--- src/rtl/tom_pkg.sv ---
`default_nettype none

package tom_pkg;

    localparam int MAG_W  = 13;
    localparam int DIVS_W = 8;

    localparam logic [MAG_W-1:0] MAG_CLAMP    = 13'd4096;
    localparam logic [MAG_W-1:0] ACTIVE_LEVEL = 13'd200;
    localparam logic [3:0]       COUNT_MAX    = 4'd15;
    localparam logic [15:0]      CMP_RESET    = 16'd1000;
    localparam logic [15:0]      SAT_MAX      = 16'hFFFF;

    localparam logic [11:0] CENTER_RESET   = 12'd1024;
    localparam logic [3:0]  GAIN_RESET     = 4'd2;
    localparam logic [7:0]  DIVISOR_RESET  = 8'd80;
    localparam logic [15:0] OFFSET_RESET   = 16'd1500;
    localparam logic [3:0]  OVR_TICK_RESET = 4'd5;
    localparam logic [3:0]  RES_TICK_RESET = 4'd10;

    typedef enum logic [1:0] {
        REQ_EDGE   = 2'd0,
        REQ_TICK   = 2'd1,
        REQ_RESUME = 2'd2
    } req_t;

    typedef enum logic [2:0] {
        CFG_CENTER    = 3'd0,
        CFG_GAIN      = 3'd1,
        CFG_DIVISOR   = 3'd2,
        CFG_OFFSET    = 3'd3,
        CFG_OVR_TICKS = 3'd4,
        CFG_RES_TICKS = 3'd5
    } cfg_idx_t;

    typedef enum logic {
        ST_IDLE = 1'b0,
        ST_DIV  = 1'b1
    } state_t;

    typedef struct packed {
        logic              start;
        logic [MAG_W-1:0]  dividend;
        logic [DIVS_W-1:0] divisor;
    } div_req_t;

    function automatic logic [3:0] count_up(input logic [3:0] c);
        return (c >= COUNT_MAX) ? COUNT_MAX : c + 4'd1;
    endfunction

endpackage

`default_nettype wire

--- src/rtl/throttle_override_mux.sv ---
// throttle_override_mux
// Slave stream s_*: one beat per request. s_tuser carries the request kind
// (edge capture, control tick, resume auto). Master stream m_*: exactly one
// result beat per request, reporting the compare value, mode, last
// measured width and last throttle magnitude after that request.
// Configuration: cfg_valid/cfg_ready with cfg_index and cfg_data; cfg_ready
// is always high and writes take effect at the next edge. Writes are to be
// issued only while no request is in flight; the block does not enforce this.
// Edge, resume and unused requests need no divide: the result beat is
// valid the cycle after acceptance. A control tick runs the magnitude
// through a restoring divider that retires one quotient bit per cycle, and
// its result beat is valid once the divider reports done; the block takes
// no new request while the tick is in the divider.
// s_tready is low while a tick is in the divider and while an undelivered
// result beat is stalled by m_tready; the result holds until taken.
// Reset (aresetn low, synchronous) restores the default configuration,
// automatic mode, compare value 1000 and clears all counters and captures.
`default_nettype none

module throttle_override_mux (
    input  wire logic        aclk,
    input  wire logic        aresetn,
    input  wire logic        s_tvalid,
    output logic             s_tready,
    // [0] pin_level, [16:1] capture_time, [28:17] analog_sample
    input  wire logic [31:0] s_tdata,
    // [1:0] req_type
    input  wire logic [1:0]  s_tuser,
    output logic             m_tvalid,
    input  wire logic        m_tready,
    // [15:0] pulse_command, [16] auto_active, [32:17] measured_width,
    // [45:33] throttle_magnitude
    output logic [47:0]      m_tdata,
    input  wire logic        cfg_valid,
    output logic             cfg_ready,
    input  wire logic [2:0]  cfg_index,
    input  wire logic [15:0] cfg_data
);
    import tom_pkg::*;

    logic [11:0] center_reg;
    logic [3:0]  gain_reg;
    logic [7:0]  divisor_reg;
    logic [15:0] offset_reg;
    logic [3:0]  ovr_ticks_reg;
    logic [3:0]  res_ticks_reg;

    state_t           state_reg, state_next;
    logic [15:0]      rise_reg, rise_next;
    logic [15:0]      width_reg, width_next;
    logic             auto_reg, auto_next;
    logic [3:0]       ovr_cnt_reg, ovr_cnt_next;
    logic [3:0]       res_cnt_reg, res_cnt_next;
    logic [15:0]      cmp_reg, cmp_next;
    logic [MAG_W-1:0] mag_reg, mag_next;
    logic             m_valid_reg, m_valid_next;

    logic              pin_level;
    logic [15:0]       capture_time;
    logic [11:0]       analog_sample;
    logic              accept;
    logic signed [12:0] centered;
    logic signed [16:0] prod;
    logic [16:0]       prod_abs;
    logic [MAG_W-1:0]  mag_in;
    logic [7:0]        div_eff;
    div_req_t          div_req;
    logic              div_done;
    logic [MAG_W-1:0]  quotient;
    logic [16:0]       times_ten;
    logic [17:0]       manual_sum;
    logic [15:0]       manual;
    logic [3:0]        cnt_up;

    assign pin_level     = s_tdata[0];
    assign capture_time  = s_tdata[16:1];
    assign analog_sample = s_tdata[28:17];

    assign s_tready  = (state_reg == ST_IDLE) && (!m_valid_reg || m_tready);
    assign accept    = s_tvalid && s_tready;
    assign cfg_ready = 1'b1;

    always_ff @(posedge aclk) begin
        if (!aresetn) begin
            center_reg    <= CENTER_RESET;
            gain_reg      <= GAIN_RESET;
            divisor_reg   <= DIVISOR_RESET;
            offset_reg    <= OFFSET_RESET;
            ovr_ticks_reg <= OVR_TICK_RESET;
            res_ticks_reg <= RES_TICK_RESET;
        end else if (cfg_valid) begin
            unique case (cfg_index)
                CFG_CENTER:    center_reg    <= cfg_data[11:0];
                CFG_GAIN:      gain_reg      <= cfg_data[3:0];
                CFG_DIVISOR:   divisor_reg   <= cfg_data[7:0];
                CFG_OFFSET:    offset_reg    <= cfg_data;
                CFG_OVR_TICKS: ovr_ticks_reg <= cfg_data[3:0];
                CFG_RES_TICKS: res_ticks_reg <= cfg_data[3:0];
                default: ;
            endcase
        end
    end

    always_comb begin
        centered = $signed({1'b0, analog_sample}) - $signed({1'b0, center_reg});
        prod     = $signed({{4{centered[12]}}, centered}) * $signed({13'd0, gain_reg});
        prod_abs = prod[16] ? 17'(-prod) : 17'(prod);
        mag_in   = (prod_abs > 17'(MAG_CLAMP)) ? MAG_CLAMP : prod_abs[MAG_W-1:0];
        div_eff  = (divisor_reg == 8'd0) ? 8'd1 : divisor_reg;
    end

    assign div_req.start    = accept && (s_tuser == REQ_TICK);
    assign div_req.dividend = mag_in;
    assign div_req.divisor  = div_eff;

    tom_div u_div (
        .aclk     (aclk),
        .aresetn  (aresetn),
        .req      (div_req),
        .done     (div_done),
        .quotient (quotient)
    );

    always_comb begin
        times_ten  = {1'b0, quotient, 3'b000} + {3'b000, quotient, 1'b0};
        manual_sum = {1'b0, times_ten} + {2'b00, offset_reg};
        manual     = (manual_sum > 18'(SAT_MAX)) ? SAT_MAX : manual_sum[15:0];
        cnt_up     = auto_reg ? count_up(ovr_cnt_reg) : count_up(res_cnt_reg);
    end

    always_comb begin
        state_next   = state_reg;
        rise_next    = rise_reg;
        width_next   = width_reg;
        auto_next    = auto_reg;
        ovr_cnt_next = ovr_cnt_reg;
        res_cnt_next = res_cnt_reg;
        cmp_next     = cmp_reg;
        mag_next     = mag_reg;
        m_valid_next = m_valid_reg && !m_tready;
        unique case (state_reg)
            ST_IDLE: begin
                if (accept) begin
                    unique case (s_tuser)
                        REQ_EDGE: begin
                            if (pin_level) begin
                                rise_next = capture_time;
                            end else begin
                                width_next = capture_time - rise_reg;
                            end
                            m_valid_next = 1'b1;
                        end
                        REQ_TICK: begin
                            mag_next   = mag_in;
                            state_next = ST_DIV;
                        end
                        REQ_RESUME: begin
                            auto_next    = 1'b1;
                            ovr_cnt_next = 4'd0;
                            m_valid_next = 1'b1;
                        end
                        default: begin
                            m_valid_next = 1'b1;
                        end
                    endcase
                end
            end
            ST_DIV: begin
                if (div_done) begin
                    if (auto_reg) begin
                        cmp_next = width_reg;
                        if (mag_reg > ACTIVE_LEVEL) begin
                            ovr_cnt_next = cnt_up;
                            if (cnt_up > ovr_ticks_reg) begin
                                auto_next    = 1'b0;
                                ovr_cnt_next = ovr_ticks_reg;
                            end
                        end else begin
                            ovr_cnt_next = 4'd0;
                        end
                    end else begin
                        cmp_next     = manual;
                        res_cnt_next = (mag_reg <= ACTIVE_LEVEL) ? cnt_up : 4'd0;
                        if (res_cnt_next > res_ticks_reg) begin
                            auto_next    = 1'b1;
                            res_cnt_next = 4'd0;
                        end
                    end
                    m_valid_next = 1'b1;
                    state_next   = ST_IDLE;
                end
            end
            default: state_next = ST_IDLE;
        endcase
    end

    always_ff @(posedge aclk) begin
        if (!aresetn) begin
            state_reg   <= ST_IDLE;
            rise_reg    <= '0;
            width_reg   <= '0;
            auto_reg    <= 1'b1;
            ovr_cnt_reg <= '0;
            res_cnt_reg <= '0;
            cmp_reg     <= CMP_RESET;
            mag_reg     <= '0;
            m_valid_reg <= 1'b0;
        end else begin
            state_reg   <= state_next;
            rise_reg    <= rise_next;
            width_reg   <= width_next;
            auto_reg    <= auto_next;
            ovr_cnt_reg <= ovr_cnt_next;
            res_cnt_reg <= res_cnt_next;
            cmp_reg     <= cmp_next;
            mag_reg     <= mag_next;
            m_valid_reg <= m_valid_next;
        end
    end

    assign m_tvalid = m_valid_reg;
    assign m_tdata  = {2'b00, mag_reg, width_reg, auto_reg, cmp_reg};

    a_no_overrun: assert property (@(posedge aclk) disable iff (!aresetn)
        !(s_tready && m_valid_reg && !m_tready))
        else $error("input taken while result stalled");

    a_div_no_result: assert property (@(posedge aclk) disable iff (!aresetn)
        (state_reg == ST_DIV) |-> !m_valid_reg)
        else $error("result pending during divide");

    a_tick_divides: assert property (@(posedge aclk) disable iff (!aresetn)
        (accept && s_tuser == REQ_TICK) |=> (state_reg == ST_DIV))
        else $error("tick did not start divide");

    a_fast_result: assert property (@(posedge aclk) disable iff (!aresetn)
        (accept && s_tuser != REQ_TICK) |=> m_valid_reg)
        else $error("single-cycle request gave no result");

endmodule

`default_nettype wire

--- src/rtl/tom_div.sv ---
`default_nettype none

module tom_div (
    input  wire logic                      aclk,
    input  wire logic                      aresetn,
    input  wire tom_pkg::div_req_t         req,
    output logic                           done,
    output logic [tom_pkg::MAG_W-1:0]      quotient
);
    import tom_pkg::*;

    localparam int CNT_W = $clog2(MAG_W + 1);
    localparam logic [CNT_W-1:0] LAST = CNT_W'(MAG_W);

    logic [MAG_W-1:0]  dq_reg, dq_next;
    logic [DIVS_W-1:0] rem_reg, rem_next;
    logic [DIVS_W-1:0] dvs_reg, dvs_next;
    logic [CNT_W-1:0]  cnt_reg, cnt_next;
    logic              run_reg, run_next;
    logic [DIVS_W:0]   trial;
    logic [DIVS_W:0]   diff;
    logic              fits;

    always_comb begin
        trial    = {rem_reg, dq_reg[MAG_W-1]};
        diff     = trial - {1'b0, dvs_reg};
        fits     = trial >= {1'b0, dvs_reg};
        dq_next  = dq_reg;
        rem_next = rem_reg;
        dvs_next = dvs_reg;
        cnt_next = cnt_reg;
        run_next = run_reg;
        if (req.start) begin
            dq_next  = req.dividend;
            rem_next = '0;
            dvs_next = req.divisor;
            cnt_next = '0;
            run_next = 1'b1;
        end else if (run_reg && cnt_reg != LAST) begin
            dq_next  = {dq_reg[MAG_W-2:0], fits};
            rem_next = fits ? diff[DIVS_W-1:0] : trial[DIVS_W-1:0];
            cnt_next = cnt_reg + CNT_W'(1);
        end
    end

    always_ff @(posedge aclk) begin
        if (!aresetn) begin
            run_reg <= 1'b0;
            cnt_reg <= '0;
        end else begin
            run_reg <= run_next;
            cnt_reg <= cnt_next;
        end
        dq_reg  <= dq_next;
        rem_reg <= rem_next;
        dvs_reg <= dvs_next;
    end

    assign done     = run_reg && (cnt_reg == LAST) && !req.start;
    assign quotient = dq_reg;

endmodule

`default_nettype wire
--- config.mk ---
export PLATFORM = sky130hd
export DESIGN_NAME = throttle_override_mux
export DESIGN_NICKNAME = d
export VERILOG_FILES = /design/src/rtl/tom_pkg.sv /design/src/rtl/throttle_override_mux.sv /design/src/rtl/tom_div.sv
export SDC_FILE = /design/constraint.sdc
export NUM_CORES = 1
export LEC_CHECK = 0
export ABC_CLOCK_PERIOD_IN_PS = 18400
export BUFFER_PORTS_ARGS = -buffer_cell sky130_fd_sc_hd__buf_4
export CORE_ASPECT_RATIO = 1.5
export CORE_UTILIZATION = 35
export DETAILED_ROUTE_END_ITERATION = 10
export PLACE_DENSITY = 0.56
export SYNTH_ARGS = -nofsm -noshare
export SYNTH_HDL_FRONTEND = slang
export SYNTH_HIERARCHICAL = 1
export SYNTH_SLANG_ARGS = --single-unit
--- constraint.sdc ---
create_clock -name aclk -period 18.4 [get_ports aclk]
set_clock_uncertainty 0.15 [all_clocks]
set_input_delay 0.92 -clock aclk [delete_from_list [all_inputs] [get_ports aclk]]
set_output_delay 0.92 -clock aclk [all_outputs]
set_load 0.03 [all_outputs]
Word level (Yosys, flattened, before mapping)
Cells that the tools add are included.
- register bits after elaboration: 154
- output and inout port bits: 51
- logic and storage cells: 120
- add/subtract/negate cells: 9
- multiply operators: 1
- $lt $le $gt $ge: 9
- equality and inequality tests: 13
- muxes and demuxes: 35
- bitwise gates (word level): 4
- reduce and logical (&&, ||, !) cells: 29
- operators with widths (operator ; count):
    $mux W4 ; 11
    $mux W13 ; 3
    $mux W16 ; 2
    $add A17 B16 Y18 ; 1
    $gt A18 B16 Y1 const B ; 1
    $add A16 B14 Y17 ; 1
    $gt A17 B13 Y1 const B ; 1
    $mul A13 B5 Y17 ; 1
    $mux W17 ; 1
    $neg A17 Y17 ; 1
    $sub A16 B16 Y16 ; 1
    $reduce_and A2 Y1 ; 7
    $gt A13 B8 Y1 const B ; 1
    $le A13 B8 Y1 const B ; 1
    $mux W1 ; 13
    $sub A12 B12 Y13 ; 1
    $add A4 B1 Y4 const B ; 3
    $reduce_and A4 Y1 ; 3
    $ge A9 B8 Y1 ; 1
    $reduce_and A3 Y1 ; 3
    $ge A4 B4 Y1 const B ; 2
    $gt A4 B4 Y1 ; 2
    $logic_not A8 Y1 ; 1
    $mux W8 ; 1
    20 further kinds ; 37

Depth between registers and ports, before layout
- depth in word-level cells: 9
- gate-level depth with buffers: 32
- depth with buffers taken out: 29

Cells and area by module
The synthesis kept the hierarchy.
- by module, submodules not included (module ; times used ; cells each ; area an instance (um2) ; seq. area each (um2)):
    throttle_override_mux ; 1 ; 1265 ; 9750.6 ; 2402.3
    tom_div ; 1 ; 160 ; 1808.0 ; 890.9

Worst setup path before layout
No wires, ideal clock.
- path type: input-to-reg
- start point: input port s_tdata[18]
- end point: register u_div.dq_reg[4] (netlist: u_div/quotient[4]), data pin
- setup time: 0.129 ns
- data arrival time: 7.324 ns
- data required time: 18.121 ns
- path slack: 10.796 ns
- cell stages on the path: 28
- path buffers: 2
- path through: ha_1 > nor2b_1 > o21ai_0 > a21boi_0 > o21ai_0 > a21boi_0 > o21ai_0 > a21boi_0 > o21ai_0 > nor3b_1 > nor3b_1 > ha_1 > inv_1 > fa_1 > inv_1 > fa_1 > ha_1 > buf_2 > nand3_1 > or4_1 > nand3_1 > or3b_2 > or4_1 > and2_1 > o41a_1 > buf_2 > nor2_1 > mux2_2
- RTL lines (item ; RTL line ; source):
    start, declared ; throttle_override_mux.sv:26 ; input wire logic [31:0] s_tdata,
    end signal, assigned ; tom_div.sv:54 ; dq_reg <= dq_next;
    end, declared ; tom_div.sv:15 ; logic [MAG_W-1:0] dq_reg, dq_next;

==> results.toml <==
[sta]
finalCritPeriodShare_pct = 46.4
worst_pin_slew_ns = 1.01
slew-limit-headroom_pct = 32.6
finalWorstSetupSlack_ns = 9.87
timing.hold.ws_ns = 0.305
grt_setup_unrepaired = "no"
finalHoldViolations = 0
tns_ns = 0
max_freq_mhz = 117
fin_crit_ns = 8.53
finalSetupViolCount = 0
slew_violations = 0

[detailed_routing]
drtPass1Iterations = 5
dr_total_vias = 9905
wl_per_cell_um = 15.9
route.detailed.drc = 0
via_per_inst = 5.18
routed_wl_um = 30400
ant_nets = 0
drtIter0Drc = 431

[finish]
final_nets = 1680
diodes = 0
drive_above_1_share_pct = 11.7
n_fill_cell = 3343
area_growth_syn_to_layout_pct = 14.2
finalNonFillerCells = 1912

[synth]
synth_compound_area_share_pct = 17.4
synth_top_family_by_area = "simple AND/OR/NAND/NOR gates"
yosysSeqAreaShare_pct = 28.5
synthArstFlopShare_pct = 0
netlist_top_cells_count = "nand2_1, dfxtp_1, inv_1"
synth-main-ff-cell = "dfxtp_1"
synth_top_area_share_pct = 23.0
synth.largest_area_cell = "dfxtp_1"
yosys.area_share.xor_xnor_pct = 4.09
synth_warnings = 6
synthTopCellsByArea = "dfxtp_1, ha_1, fa_1, nand2_1, edfxtp_1"
synth.distinct_cells = 75
syn_area_sq_um = 11600
muxShareOfSynthArea_pct = 3.27
ys_seq_elements = 154
netlist_instances = 1425
synth-edff-count = 21
synthMostInstantiatedCell = "nand2_1"
synthAdderAreaFrac_pct = 17.6
syn_avg_cell_area_sq_um = 8.11
yosys.area_share.simple_pct = 22.4

[clock_tree]
clk_pin_slew_ns = 0.07
clock-sinks = 154
ctsResizeCount = 0
ctsHoldBuffers = 0
clk_latency_ns = 0.44
cts_root_buffer = "clkbuf_16"
postCtsSetupBuffers = 0
cts_inserted_buffers = 17
htreeDepth = 4
tritoncts = "done"
clockBufferDepth = 2

[global_route]
grt_max_degree = 69
grt_antenna_before_repair = 0
grt_pass1_vias = 9351
track_usage_pct = 18.5
grt_pass1_wl_um = 48300
grt-ovfl-total = 0

[setup_path]
critical_path_class = "input pin to flop"
cp.depth = 28
regToRegSetupSlack_ns = 10.03
reg2reg_depth = 28
cp-startpoint = "s_tdata[18]"
critPathBufInv = 3
critPathLaunchType = "input pin"
end_kind = "flop"
cp_data_arrival_time_ns = 8.58
cpPeakStageDelay_ns = 0.53
crit_slowest_cell = "fa_1"
critPathRequiredTime_ns = 18.44
timing.rr.end = "u_div/quotient[9]$_DFFE_PP_"
cpLargestDelayFamily = "compound AO/OA/AOI/OAI gates"
cp-endpoint = "u_div/quotient[9]$_DFFE_PP_"
worst-path-max-fanout = 15
r2r-start = "center_reg[1]$_SDFFE_PN0P_"
cp_common_cell = "o21ai_0"

[placement]
dpl.cell_count = 1880
dpl.hpwl_um = 23800
place_worst_setup_slack_ns = 9.48
port_buffers = 102
gp_congestion = 0.808

[job]
drv_cap = 0

[floorplanning]
die_h_um = 225
ios = 109
rows = 81
dieArea_sq_um = 33800
core_sq_um = 32500
start_util_pct = 35.5
dieWidth_um = 150

[power_and_ir_drop]
clkPwrFrac_pct = 36.9
power.leakage_nw = 5.53
p_sw_share_pct = 33.0
switchingPower_uw = 324
combPwrFrac_pct = 26.3
p_seq_share_pct = 36.8
p_int_uw = 660
power_uw = 984
ir_drop_v = 0.0000640
powerDensity_nw_per_um2 = 74.6

[run_status]
outcome = "completed"

[hold_path]
hp-class = "flop to flop"
==> worst min path at each step <==
stage / start / to / slack [ns] / cells past startpoint
6_report: center_reg[7]$_SDFFE_PN0P_ / center_reg[7]$_SDFFE_PN0P_ / 0.31 / 2
3_5_place_dp: divisor_reg[3]$_SDFFE_PN0P_ / u_div/dvs_reg[3]$_DFFE_PP_ / 0.29 / 0
5_1_grt: divisor_reg[3]$_SDFFE_PN0P_ / u_div/dvs_reg[3]$_DFFE_PP_ / 0.32 / 0
2_1_floorplan: u_div/rem_reg[7]$_SDFFE_PP0P_ / u_div/rem_reg[7]$_SDFFE_PP0P_ / 0.28 / 2
4_1_cts: divisor_reg[3]$_SDFFE_PN0P_ / u_div/dvs_reg[3]$_DFFE_PP_ / 0.31 / 0
3_3_place_gp: u_div/rem_reg[7]$_SDFFE_PP0P_ / u_div/rem_reg[7]$_SDFFE_PP0P_ / 0.29 / 2
==> cell usage in the layout, fill, tap and decap left out, types with 4 or more instances in the layout <==
master and count:
nand3_1 62, edfxtp_1 21, nor2_1 92, a31oi_1 9, nor3b_1 8, inv_1 126, o211ai_1 13, o32ai_1 4
nor4_1 5, nand4_1 5, o21a_1 13, nand2_1 200, a21oi_1 81, inv_6 7, dfxtp_1 133, mux2_2 14
nand2b_1 17, a21o_1 15, buf_4 106, a211o_1 5, and2_1 37, a21boi_0 33, ha_1 97, o22ai_1 6
nor2b_1 31, a22oi_1 10, clkbuf_16 17, xor2_1 20, o21ai_0 52, mux2i_1 22, nor3_1 38, fa_1 41
o31ai_1 17, a211oi_1 10, or2_2 11, xnor2_1 34, or3_1 19
==> cells by family (layout without fill, tap and decap cells) <==
family          after synthesis  count (layout)
buf+inv                     195             266
other cells                   2               3
xor+xnor                     54              54
simple gates                545             545
mux                          36              36
fa+ha+maj                   138             138
compound gates              301             301
flops                       154             154
==> metrics by stage <==
step	instance area (sq um)	util, %
detailed placement	12600	38.7
CTS	13200	40.6
finish	13200	40.6
global placement	12600	38.7
global route	13200	40.6
floorplan	11600	-
==> worst register-to-register path, delay by kind of cell, from the launching register on <==
family	cells	cell delay, ns
flops	1	0.38
compound gates	10	2.75
simple gates	9	2.40
mux	1	0.29
fa+ha+maj	5	1.99
buf+inv	3	0.16
==> power by group through the flow <==
stage / clock network (mW) / registers, mW / logic, mW
CTS: 0.371 / 0.363 / 0.261
global route: 0.384 / 0.364 / 0.289
finish: 0.363 / 0.362 / 0.259
detailed placement: 0 / 0.370 / 0.260
floorplan: 0 / 0.368 / 0.192
global placement: 0 / 0.370 / 0.257
==> routing by layer <==
layer  track usage (%)  vias up  wire length, um
met5                 0        -                0
met1              21.4     4706            12500
met3              2.74       38              978
met4              8.47        0             1070
met2              33.1      155            15800
li1                  -     5006                -
==> final cells by class <==
type	count	area, sq um	share of cell area [%]
sequential	154	3290	24.9
inverter	128	480	3.64
timing repair buffer	106	796	6.03
multi-input combinational	1077	7510	56.9
clock buffer	17	425	3.22
clock inverter	15	174	1.32
tap	415	519	3.93
Note: power is estimated with default switching activity, not from simulation.
